===== src/event_flag_group_unit_macros.svh =====
// Assertion helpers for the RTL.
`ifndef EVENT_FLAG_GROUP_UNIT_MACROS_SVH
`define EVENT_FLAG_GROUP_UNIT_MACROS_SVH

// Same-cycle implication, clocked on aclk, off during reset.
`define EFG_ASSERT_IMPL(label, ante, cons, msg) \
    label: assert property (@(posedge aclk) disable iff (!aresetn) \
        (ante) |-> (cons)) else $error(msg);

// Next-cycle implication, clocked on aclk, off during reset.
`define EFG_ASSERT_NEXT(label, ante, cons, msg) \
    label: assert property (@(posedge aclk) disable iff (!aresetn) \
        (ante) |=> (cons)) else $error(msg);

`endif


===== src/efg_pkg.sv =====
package efg_pkg;

    localparam int GROUPS  = 8;
    localparam int GRP_W   = 3;
    localparam int FLAG_W  = 32;
    localparam int TASK_W  = 6;
    localparam int CNT_W   = 16;
    localparam int MODE_W  = 3;
    localparam int STAT_W  = 3;

    localparam logic [MODE_W-1:0] MODE_CREATE  = 3'd0;
    localparam logic [MODE_W-1:0] MODE_DESTROY = 3'd1;
    localparam logic [MODE_W-1:0] MODE_SET     = 3'd2;
    localparam logic [MODE_W-1:0] MODE_CLEAR   = 3'd3;
    localparam logic [MODE_W-1:0] MODE_WAIT    = 3'd4;
    localparam logic [MODE_W-1:0] MODE_TICK    = 3'd5;

    localparam logic [STAT_W-1:0] ST_OK      = 3'd0;
    localparam logic [STAT_W-1:0] ST_INVALID = 3'd1;
    localparam logic [STAT_W-1:0] ST_NO_FREE = 3'd2;
    localparam logic [STAT_W-1:0] ST_TIMEOUT = 3'd3;
    localparam logic [STAT_W-1:0] ST_PENDING = 3'd4;

    // one group's stored state
    typedef struct packed {
        logic              used;
        logic [FLAG_W-1:0] flags;
        logic              wvalid;
        logic [TASK_W-1:0] wtask;
        logic [FLAG_W-1:0] wmask;
        logic              wall;
        logic [CNT_W-1:0]  wcount;
        logic              wnolim;
        logic              wclear;
    } grp_entry_t;

    // latched input word
    typedef struct packed {
        logic [MODE_W-1:0] mode;
        logic [GRP_W-1:0]  grp;
        logic [FLAG_W-1:0] bits;
        logic              all;
        logic              aclr;
        logic [CNT_W-1:0]  tmo;
        logic              nolim;
        logic [TASK_W-1:0] task_id;
    } cmd_t;

    // one result word, without last
    typedef struct packed {
        logic [STAT_W-1:0] status;
        logic [GRP_W-1:0]  grp;
        logic [FLAG_W-1:0] seen;
        logic              wake;
        logic [TASK_W-1:0] waiter;
    } res_t;

endpackage


===== src/event_flag_group_unit.sv =====
// Event-flag group pool: eight groups of 32 flags, each with at most one
// registered waiter. Commands arrive as one input word each (kind in s_tuser)
// and answer with one result word, except a tick, which answers with one
// timeout word per expiring waiter, possibly none, the final one marked by
// m_tlast. The block takes one word at a time: create, destroy, set, clear and
// wait are accepted, then make one pass through the shared group unit; a tick
// is accepted, then runs all eight groups through the same unit, one group per
// cycle unless a held-back word waits for the output slot, then flushes the
// held-back final word. A finished result sits in the output register while
// the next word is accepted. No clearing pass after reset.
module event_flag_group_unit import efg_pkg::*; (
    input  logic        aclk,
    input  logic        aresetn,
    input  logic        s_tvalid,
    output logic        s_tready,
    // s_tdata, from bit 0: group[2:0], flag_bits[34:3], wait_all[35],
    // clear_on_match[36], wait_ticks[52:37], wait_forever[53], task_id[59:54],
    // zero fill [63:60]
    input  logic [63:0] s_tdata,
    // s_tuser: mode[2:0]
    input  logic [2:0]  s_tuser,
    output logic        m_tvalid,
    input  logic        m_tready,
    // m_tdata, from bit 0: group_res[2:0], flags_seen[34:3], wake[35],
    // waiter_id[41:36], zero fill [47:42]
    output logic [47:0] m_tdata,
    // m_tuser: status[2:0]
    output logic [2:0]  m_tuser,
    output logic        m_tlast
);

`include "event_flag_group_unit_macros.svh"

    typedef enum logic [1:0] {
        ST_IDLE,
        ST_EXEC,
        ST_SCAN,
        ST_FLUSH
    } state_t;

    state_t           state_reg;
    cmd_t             cmd_reg;
    logic [GRP_W-1:0] idx_reg;
    logic             pend_valid_reg;
    res_t             pend_reg;
    logic             m_valid_reg;
    res_t             m_res_reg;
    logic             m_last_reg;

    cmd_t              cmd_in;
    logic [GRP_W-1:0]  addr;
    grp_entry_t        ent_rd;
    grp_entry_t        ent_wr;
    logic [GROUPS-1:0] used_vec;
    logic [GRP_W-1:0]  free_idx;
    logic              free_ok;
    logic              alu_we;
    logic              alu_emit;
    res_t              alu_res;
    logic              slot_free;
    logic              scan_stall;
    logic              store_we;
    logic              out_load;

    // unpack the input word
    assign cmd_in.mode    = s_tuser;
    assign cmd_in.grp     = s_tdata[2:0];
    assign cmd_in.bits    = s_tdata[34:3];
    assign cmd_in.all     = s_tdata[35];
    assign cmd_in.aclr    = s_tdata[36];
    assign cmd_in.tmo     = s_tdata[52:37];
    assign cmd_in.nolim   = s_tdata[53];
    assign cmd_in.task_id = s_tdata[59:54];

    // lowest free group for create
    always_comb begin
        free_idx = '0;
        free_ok  = 1'b0;
        for (int i = GROUPS - 1; i >= 0; i--) begin
            if (!used_vec[i]) begin
                free_idx = GRP_W'(i);
                free_ok  = 1'b1;
            end
        end
    end

    always_comb begin
        if (state_reg == ST_SCAN) begin
            addr = idx_reg;
        end else if (cmd_reg.mode == MODE_CREATE) begin
            addr = free_idx;
        end else begin
            addr = cmd_reg.grp;
        end
    end

    efg_store u_store (
        .aclk     (aclk),
        .aresetn  (aresetn),
        .addr     (addr),
        .wr_en    (store_we),
        .wr_data  (ent_wr),
        .rd_data  (ent_rd),
        .used_vec (used_vec)
    );

    efg_alu u_alu (
        .cmd      (cmd_reg),
        .ent      (ent_rd),
        .ent_idx  (addr),
        .free_ok  (free_ok),
        .ent_next (ent_wr),
        .wr_en    (alu_we),
        .emit     (alu_emit),
        .res      (alu_res)
    );

    assign slot_free  = !m_valid_reg || m_tready;
    // a tick hit with a word already held back needs the output slot
    assign scan_stall = alu_emit && pend_valid_reg && !slot_free;

    // output register takes a new word this cycle
    assign out_load = ((state_reg == ST_EXEC) && slot_free) ||
                      ((state_reg == ST_SCAN) && !scan_stall && alu_emit && pend_valid_reg) ||
                      ((state_reg == ST_FLUSH) && pend_valid_reg && slot_free);

    always_comb begin
        case (state_reg)
            ST_EXEC: store_we = alu_we && slot_free;
            ST_SCAN: store_we = alu_we && !scan_stall;
            default: store_we = 1'b0;
        endcase
    end

    assign s_tready = (state_reg == ST_IDLE);

    always_ff @(posedge aclk) begin
        if (!aresetn) begin
            state_reg      <= ST_IDLE;
            idx_reg        <= '0;
            pend_valid_reg <= 1'b0;
            m_valid_reg    <= 1'b0;
        end else begin
            if (out_load) begin
                m_valid_reg <= 1'b1;
            end else if (m_tready) begin
                m_valid_reg <= 1'b0;
            end
            case (state_reg)
                ST_IDLE: begin
                    if (s_tvalid) begin
                        cmd_reg <= cmd_in;
                        idx_reg <= '0;
                        state_reg <= (cmd_in.mode == MODE_TICK) ? ST_SCAN : ST_EXEC;
                    end
                end
                ST_EXEC: begin
                    if (slot_free) begin
                        m_res_reg   <= alu_res;
                        m_last_reg  <= 1'b1;
                        state_reg   <= ST_IDLE;
                    end
                end
                ST_SCAN: begin
                    if (!scan_stall) begin
                        if (alu_emit) begin
                            // the held word is not the last one: send it now
                            if (pend_valid_reg) begin
                                m_res_reg   <= pend_reg;
                                m_last_reg  <= 1'b0;
                            end
                            pend_valid_reg <= 1'b1;
                            pend_reg       <= alu_res;
                        end
                        if (idx_reg == GRP_W'(GROUPS - 1)) begin
                            state_reg <= ST_FLUSH;
                        end else begin
                            idx_reg <= idx_reg + 1'b1;
                        end
                    end
                end
                ST_FLUSH: begin
                    if (!pend_valid_reg) begin
                        state_reg <= ST_IDLE;
                    end else if (slot_free) begin
                        m_res_reg      <= pend_reg;
                        m_last_reg     <= 1'b1;
                        pend_valid_reg <= 1'b0;
                        state_reg      <= ST_IDLE;
                    end
                end
                default: begin
                    state_reg <= ST_IDLE;
                end
            endcase
        end
    end

    assign m_tvalid = m_valid_reg;
    assign m_tuser  = m_res_reg.status;
    assign m_tdata  = {6'd0, m_res_reg.waiter, m_res_reg.wake, m_res_reg.seen,
                       m_res_reg.grp};
    assign m_tlast  = m_last_reg;

    `EFG_ASSERT_IMPL(a_pend_in_tick, pend_valid_reg,
        (state_reg == ST_SCAN) || (state_reg == ST_FLUSH), "held word outside a tick")
    `EFG_ASSERT_NEXT(a_cmd_to_exec, s_tvalid && s_tready && (s_tuser != MODE_TICK),
        state_reg == ST_EXEC, "non-tick word did not go to exec")
    `EFG_ASSERT_IMPL(a_write_used, store_we && (cmd_reg.mode != MODE_CREATE),
        ent_rd.used, "write to a group not in use")

endmodule


===== src/efg_store.sv =====
module efg_store import efg_pkg::*; (
    input  logic             aclk,
    input  logic             aresetn,
    input  logic [GRP_W-1:0] addr,
    input  logic             wr_en,
    input  grp_entry_t       wr_data,
    output grp_entry_t       rd_data,
    output logic [GROUPS-1:0] used_vec
);

    grp_entry_t ent_reg [GROUPS];

    always_ff @(posedge aclk) begin
        if (!aresetn) begin
            for (int i = 0; i < GROUPS; i++) begin
                ent_reg[i] <= '0;
            end
        end else if (wr_en) begin
            ent_reg[addr] <= wr_data;
        end
    end

    assign rd_data = ent_reg[addr];

    always_comb begin
        for (int i = 0; i < GROUPS; i++) begin
            used_vec[i] = ent_reg[i].used;
        end
    end

endmodule


===== src/efg_alu.sv =====
// Shared per-group unit: applies one command to one group entry.
module efg_alu import efg_pkg::*; (
    input  cmd_t             cmd,
    input  grp_entry_t       ent,
    input  logic [GRP_W-1:0] ent_idx,
    input  logic             free_ok,
    output grp_entry_t       ent_next,
    output logic             wr_en,
    output logic             emit,
    output res_t             res
);

    logic [FLAG_W-1:0] set_flags;
    logic              set_hit;
    logic              wait_hit;
    logic [CNT_W-1:0]  cnt_dec;

    assign set_flags = ent.flags | cmd.bits;
    assign set_hit   = ent.wvalid && (ent.wall ? ((set_flags & ent.wmask) == ent.wmask)
                                               : ((set_flags & ent.wmask) != '0));
    assign wait_hit  = cmd.all ? ((ent.flags & cmd.bits) == cmd.bits)
                               : ((ent.flags & cmd.bits) != '0);
    assign cnt_dec   = (ent.wcount != '0) ? ent.wcount - 1'b1 : ent.wcount;

    always_comb begin
        ent_next   = ent;
        wr_en      = 1'b0;
        emit       = 1'b1;
        res        = '0;
        res.status = ST_OK;
        res.grp    = cmd.grp;
        case (cmd.mode)
            MODE_CREATE: begin
                if (!free_ok) begin
                    res.status = ST_NO_FREE;
                    res.grp    = '0;
                end else begin
                    ent_next.used   = 1'b1;
                    ent_next.flags  = '0;
                    ent_next.wvalid = 1'b0;
                    ent_next.wmask  = '0;
                    wr_en           = 1'b1;
                    res.grp         = ent_idx;
                end
            end
            MODE_TICK: begin
                emit    = 1'b0;
                res.grp = ent_idx;
                if (ent.used && ent.wvalid && !ent.wnolim) begin
                    wr_en           = 1'b1;
                    ent_next.wcount = cnt_dec;
                    if (cnt_dec == '0) begin
                        ent_next.wvalid = 1'b0;
                        emit            = 1'b1;
                        res.status      = ST_TIMEOUT;
                        res.waiter      = ent.wtask;
                    end
                end
            end
            MODE_DESTROY, MODE_SET, MODE_CLEAR, MODE_WAIT: begin
                if (!ent.used) begin
                    res.status = ST_INVALID;
                end else begin
                    case (cmd.mode)
                        MODE_DESTROY: begin
                            ent_next.used   = 1'b0;
                            ent_next.wvalid = 1'b0;
                            wr_en           = 1'b1;
                        end
                        MODE_SET: begin
                            wr_en          = 1'b1;
                            ent_next.flags = set_flags;
                            if (set_hit) begin
                                ent_next.wvalid = 1'b0;
                                if (ent.wclear) begin
                                    ent_next.flags = set_flags & ~ent.wmask;
                                end
                                res.seen   = set_flags;
                                res.wake   = 1'b1;
                                res.waiter = ent.wtask;
                            end
                        end
                        MODE_CLEAR: begin
                            wr_en          = 1'b1;
                            ent_next.flags = ent.flags & ~cmd.bits;
                        end
                        default: begin
                            if (cmd.bits == '0) begin
                                res.status = ST_INVALID;
                            end else if (wait_hit) begin
                                res.seen = ent.flags;
                                if (cmd.aclr) begin
                                    wr_en          = 1'b1;
                                    ent_next.flags = ent.flags & ~cmd.bits;
                                end
                            end else if (!cmd.nolim && cmd.tmo == '0) begin
                                res.status = ST_TIMEOUT;
                            end else begin
                                wr_en           = 1'b1;
                                ent_next.wvalid = 1'b1;
                                ent_next.wtask  = cmd.task_id;
                                ent_next.wmask  = cmd.bits;
                                ent_next.wall   = cmd.all;
                                ent_next.wclear = cmd.aclr;
                                ent_next.wcount = cmd.tmo;
                                ent_next.wnolim = cmd.nolim;
                                res.status      = ST_PENDING;
                            end
                        end
                    endcase
                end
            end
            default: begin
                res.status = ST_INVALID;
            end
        endcase
    end

endmodule

===== config.mk =====
export PLATFORM = sky130hd
export DESIGN_NAME = event_flag_group_unit
export DESIGN_NICKNAME = d
export VERILOG_FILES = /design/src/efg_pkg.sv /design/src/event_flag_group_unit.sv /design/src/efg_store.sv /design/src/efg_alu.sv
export VERILOG_INCLUDE_DIRS = /design/src /design/src/src
export SDC_FILE = /design/constraint.sdc
export NUM_CORES = 2
export LEC_CHECK = 0
export BUFFER_PORTS_ARGS = -buffer_cell sky130_fd_sc_hd__buf_2
export CAP_MARGIN = 5
export CORE_MARGIN = 2
export CORE_UTILIZATION = 46
export DETAILED_ROUTE_END_ITERATION = 6
export SKIP_LAST_GASP = 1
export SLEW_MARGIN = 10
export SYNTH_ARGS = -nofsm -noshare
export SYNTH_HDL_FRONTEND = slang
export SYNTH_SLANG_ARGS = --single-unit

===== constraint.sdc =====
create_clock -name aclk -period 9.2 [get_ports aclk]
set_clock_uncertainty 0.2 [all_clocks]
set_input_delay 1.38 -clock aclk [delete_from_list [all_inputs] [get_ports aclk]]
set_output_delay 1.38 -clock aclk [all_outputs]
set_load 0.005 [all_outputs]

==> results.json <==
{
  "route.vias.total": 33005,
  "crit_buf_inv": 7,
  "p_clk_share_pct": 36.4,
  "cts_root_buffer": "sky130_fd_sc_hd__clkbuf_16",
  "worst_ep_arrival_time_ns": 8.07,
  "final_layout_size_suffix_gt1_share_pct": 15.2,
  "core_region_area_um2": 94700,
  "grt_overflow_total": 0,
  "worst_pin_slew_ns": 1.15,
  "design_area_um2": 49300,
  "critical_path.max_stage_delay_ns": 0.72,
  "hold_path_class": "reg -> reg",
  "number_of_design_rule_violations_left_after_detail_routing": 7,
  "io_pins": 125,
  "synth_enable_flop_cells": 882,
  "tritoncts": "yes",
  "worst_path_dominant_cell_family": "buffers and inverters",
  "synth-async-reset-ratio_pct": 0,
  "clk_latency_ns": 0.69,
  "initial_core_util_pct": 46.3,
  "die_h_um": 313,
  "final_critical_path_setup_slack_ns": 1.32,
  "synth.most_common_cell": "sky130_fd_sc_hd__edfxtp_1",
  "total_standard_cell_area_after_synthesis_um2": 43900,
  "synthDominantAreaCellType": "sky130_fd_sc_hd__edfxtp_1",
  "synth.top_cell.area_share_pct": 60.3,
  "grt_antenna_before_repair": 3,
  "vias_per_cell": 6.36,
  "maxClockFrequency_mhz": 127,
  "crit_path_end_kind": "flip-flop",
  "avgRoutedWirePerCell_um": 28.5,
  "timing.final.crit_share_pct": 85.7,
  "post_cts_hold_buffer_count": 0,
  "critical_path_peak_fanout": 51,
  "maxCapViolations": 0,
  "synth_area_per_cell_um2": 11.6,
  "design_power_total_uw": 10400,
  "rows": 113,
  "first_global_vias": 31845,
  "crit_path_top_delay_cell": "sky130_fd_sc_hd__buf_4",
  "number_of_input_and_output_port_buffers_inserted": 114,
  "path_clk_slew_ns": 0.06,
  "drt_pre_antenna_iters": 7,
  "unrepaired_setup_endpoints_after_global_routing": "no",
  "internal_power_uw": 7370,
  "placedInstanceArea_um2": 46200,
  "setup.worst_path.start_class": "flip-flop",
  "largest_reg_flops": 728,
  "synth.ff_latch_count": 889,
  "setup_total_negative_slack_ns": 0,
  "clock_h_tree_levels": 3,
  "irDropWorstVdd_uv": 139,
  "pre_cts_slack_ns": 1.43,
  "leakage_uw": 0.0172,
  "seqPwrFrac_pct": 45.6,
  "drt_first_iter_violations": 4279,
  "comb_power_share_pct": 18.0,
  "critical_path.most_common_cell": "sky130_fd_sc_hd__buf_4",
  "cts_setup_buffers": 0,
  "ys_types": 90,
  "timing.final.max_slew_violations": 0,
  "post_layout_instance_count_excluding_filler_cells": 5190,
  "power_per_cell_area_nw_per_um2": 210,
  "placer_s_final_routability_congestion_estimate": 0.946,
  "yosys-top-cells-count": "sky130_fd_sc_hd__edfxtp_1, sky130_fd_sc_hd__nor2_1, sky130_fd_sc_hd__nand2_1, sky130_fd_sc_hd__nor2b_1, sky130_fd_sc_hd__mux2_2",
  "grt_first_pass_wirelength_mm": 216,
  "crit_required_ns": 9.39,
  "synthesis.yosys.warnings": 0,
  "dp.cells": 5013,
  "grt_usage_pct": 29.8,
  "outcome": "complete, but fails checks",
  "synth_seq_area_share_pct": 60.6,
  "floorplan.die.width_um": 313,
  "totalWireLength_mm": 148,
  "area_delta_synth_final_pct": 12.2,
  "final_antenna_net_count": 0,
  "layout_min_cycle_time_ns": 7.88,
  "relSlewSlack_pct": 23.3,
  "crit_type": "reg -> reg",
  "setup-violations-final": 0,
  "numCtsBuffers": 97,
  "finalNetCount": 3926,
  "synth_area_leaders": "sky130_fd_sc_hd__edfxtp_1, sky130_fd_sc_hd__nor2_1, sky130_fd_sc_hd__nor2b_1, sky130_fd_sc_hd__mux2_2, sky130_fd_sc_hd__nand2_1",
  "cts_max_path_buffers": 3,
  "net-switching-power_uw": 2990,
  "sw_frac_of_total_pct": 28.9,
  "tritoncts_num_sinks": 889,
  "critical_path.cell_chain": "inv_1 > ha_1 > nand2b_1 > o21a_2 > o21ai_4 > buf_4 > and3_1 > o21ai_0 > o221ai_1 > buf_4 > inv_1 > ha_1 > nand3_1 > nor4_2 > nand3_1 > mux2i_1 > nand2b_1 > o41ai_1 > buf_4 > a32oi_2 > buf_4 > nand3_4 > buf_4 > nor2_1",
  "netlist_instances": 3797,
  "post_cts.resized_instances": 0,
  "antenna_cells_inserted": 0,
  "grt_start_max_net_pins": 118,
  "design.die.area_um2": 97900,
  "synth_ff_type": "sky130_fd_sc_hd__edfxtp_1",
  "failed_checks": "DRC",
  "final-hold-violation-count": 0,
  "dp_hpwl_mm": 86.4
}
[area by class of cell]
type | instances | area [µm²]
Clock buffer | 118 | 2550
Clock inverter | 59 | 484
Fill cell | 8259 | 45500
Inverter | 61 | 229
Multi-Input combinational cell | 2558 | 16000
Sequential cell | 889 | 26600
Tap cell | 1265 | 1580
Timing Repair Buffer | 240 | 1830
[worst register-to-register path, cell delays in order (launching register included)]
cell and delay, ns:
sky130_fd_sc_hd__dfxtp_1 0.34, sky130_fd_sc_hd__inv_1 0.09, sky130_fd_sc_hd__ha_1 0.70, sky130_fd_sc_hd__nand2b_1 0.24
sky130_fd_sc_hd__o21a_2 0.47, sky130_fd_sc_hd__o21ai_4 0.38, sky130_fd_sc_hd__buf_4 0.45, sky130_fd_sc_hd__and3_1 0.28
sky130_fd_sc_hd__o21ai_0 0.21, sky130_fd_sc_hd__o221ai_1 0.15, sky130_fd_sc_hd__buf_4 0.22, sky130_fd_sc_hd__inv_1 0.19
sky130_fd_sc_hd__ha_1 0.21, sky130_fd_sc_hd__nand3_1 0.14, sky130_fd_sc_hd__nor4_2 0.46, sky130_fd_sc_hd__nand3_1 0.48
sky130_fd_sc_hd__mux2i_1 0.25, sky130_fd_sc_hd__nand2b_1 0.20, sky130_fd_sc_hd__o41ai_1 0.43, sky130_fd_sc_hd__buf_4 0.22
sky130_fd_sc_hd__a32oi_2 0.06, sky130_fd_sc_hd__buf_4 0.24, sky130_fd_sc_hd__nand3_4 0.13, sky130_fd_sc_hd__buf_4 0.72
sky130_fd_sc_hd__nor2_1 0.17
[logic make-up (layout without fill, tap and decap cells)]
| family | after synthesis | in the layout | share of synthesized area [%] |
|---|---|---|---|
| XOR/XNOR | 4 | 4 | 0.0798 |
| flip-flops | 889 | 889 | 60.6 |
| multiplexers | 228 | 228 | 5.68 |
| AO/OA/AOI/OAI | 867 | 867 | 14.3 |
| other | 1 | 6 | 0.00854 |
| adder cells (fa/ha/maj) | 8 | 8 | 0.228 |
| buffers and inverters | 355 | 478 | 3.68 |
| AND/OR/NAND/NOR | 1445 | 1445 | 15.4 |
[worst paths after layout]
path,endpoint,cells after the start,slack [ns],startpoint
setup reg to reg,u_store.ent_reg[6][35],24,1.32,state_reg[0]
hold reg to reg,idx_reg[2],2,0.29,idx_reg[2]
setup / recovery,u_store.ent_reg[6][35],24,1.32,state_reg[0]
hold / removal,idx_reg[2],2,0.29,idx_reg[2]
[power groups by stage]
stage / combinational, µW / clock [µW] / sequential (µW)
after global placement: 1820 / 0 / 4800
after detailed placement: 1830 / 0 / 4800
final: 1870 / 3770 / 4720
after CTS: 1830 / 3810 / 4720
after global routing: 1980 / 3970 / 4730
after floorplan: 1150 / 0 / 4780
[per-stage QoR]
| step | utilization (%) | hold slack, ns |
|---|---|---|
| final | 52.0 | 0.287 |
| after global routing | 52.0 | 0.309 |
| after CTS | 52.0 | 0.284 |
| after detailed placement | 48.8 | 0.275 |
| after global placement | 48.8 | 0.268 |
| after floorplan | - | 0.252 |
[placed cells by master, fill, tap and decap left out, types with 78 or more instances in the layout]
| cell | instances |
|---|---|
| sky130_fd_sc_hd__edfxtp_1 | 882 |
| sky130_fd_sc_hd__nand3_1 | 108 |
| sky130_fd_sc_hd__mux2i_1 | 85 |
| sky130_fd_sc_hd__mux2_2 | 140 |
| sky130_fd_sc_hd__a22oi_1 | 78 |
| sky130_fd_sc_hd__buf_2 | 114 |
| sky130_fd_sc_hd__buf_4 | 101 |
| sky130_fd_sc_hd__nor2b_1 | 260 |
| sky130_fd_sc_hd__a21oi_1 | 105 |
| sky130_fd_sc_hd__o21ai_0 | 135 |
| sky130_fd_sc_hd__nand2_1 | 343 |
| sky130_fd_sc_hd__clkbuf_16 | 99 |
| sky130_fd_sc_hd__nor2_1 | 517 |
[layer usage]
metal	wire (µm)	part of all wire (%)	GRT usage, %
met2	66800	45	46.3
met1	60900	41	41.7
met5	0	0	0
met3	14000	9.4	5.04
met4	6070	4.1	11.9
Note: power is estimated with default switching activity, not from simulation.
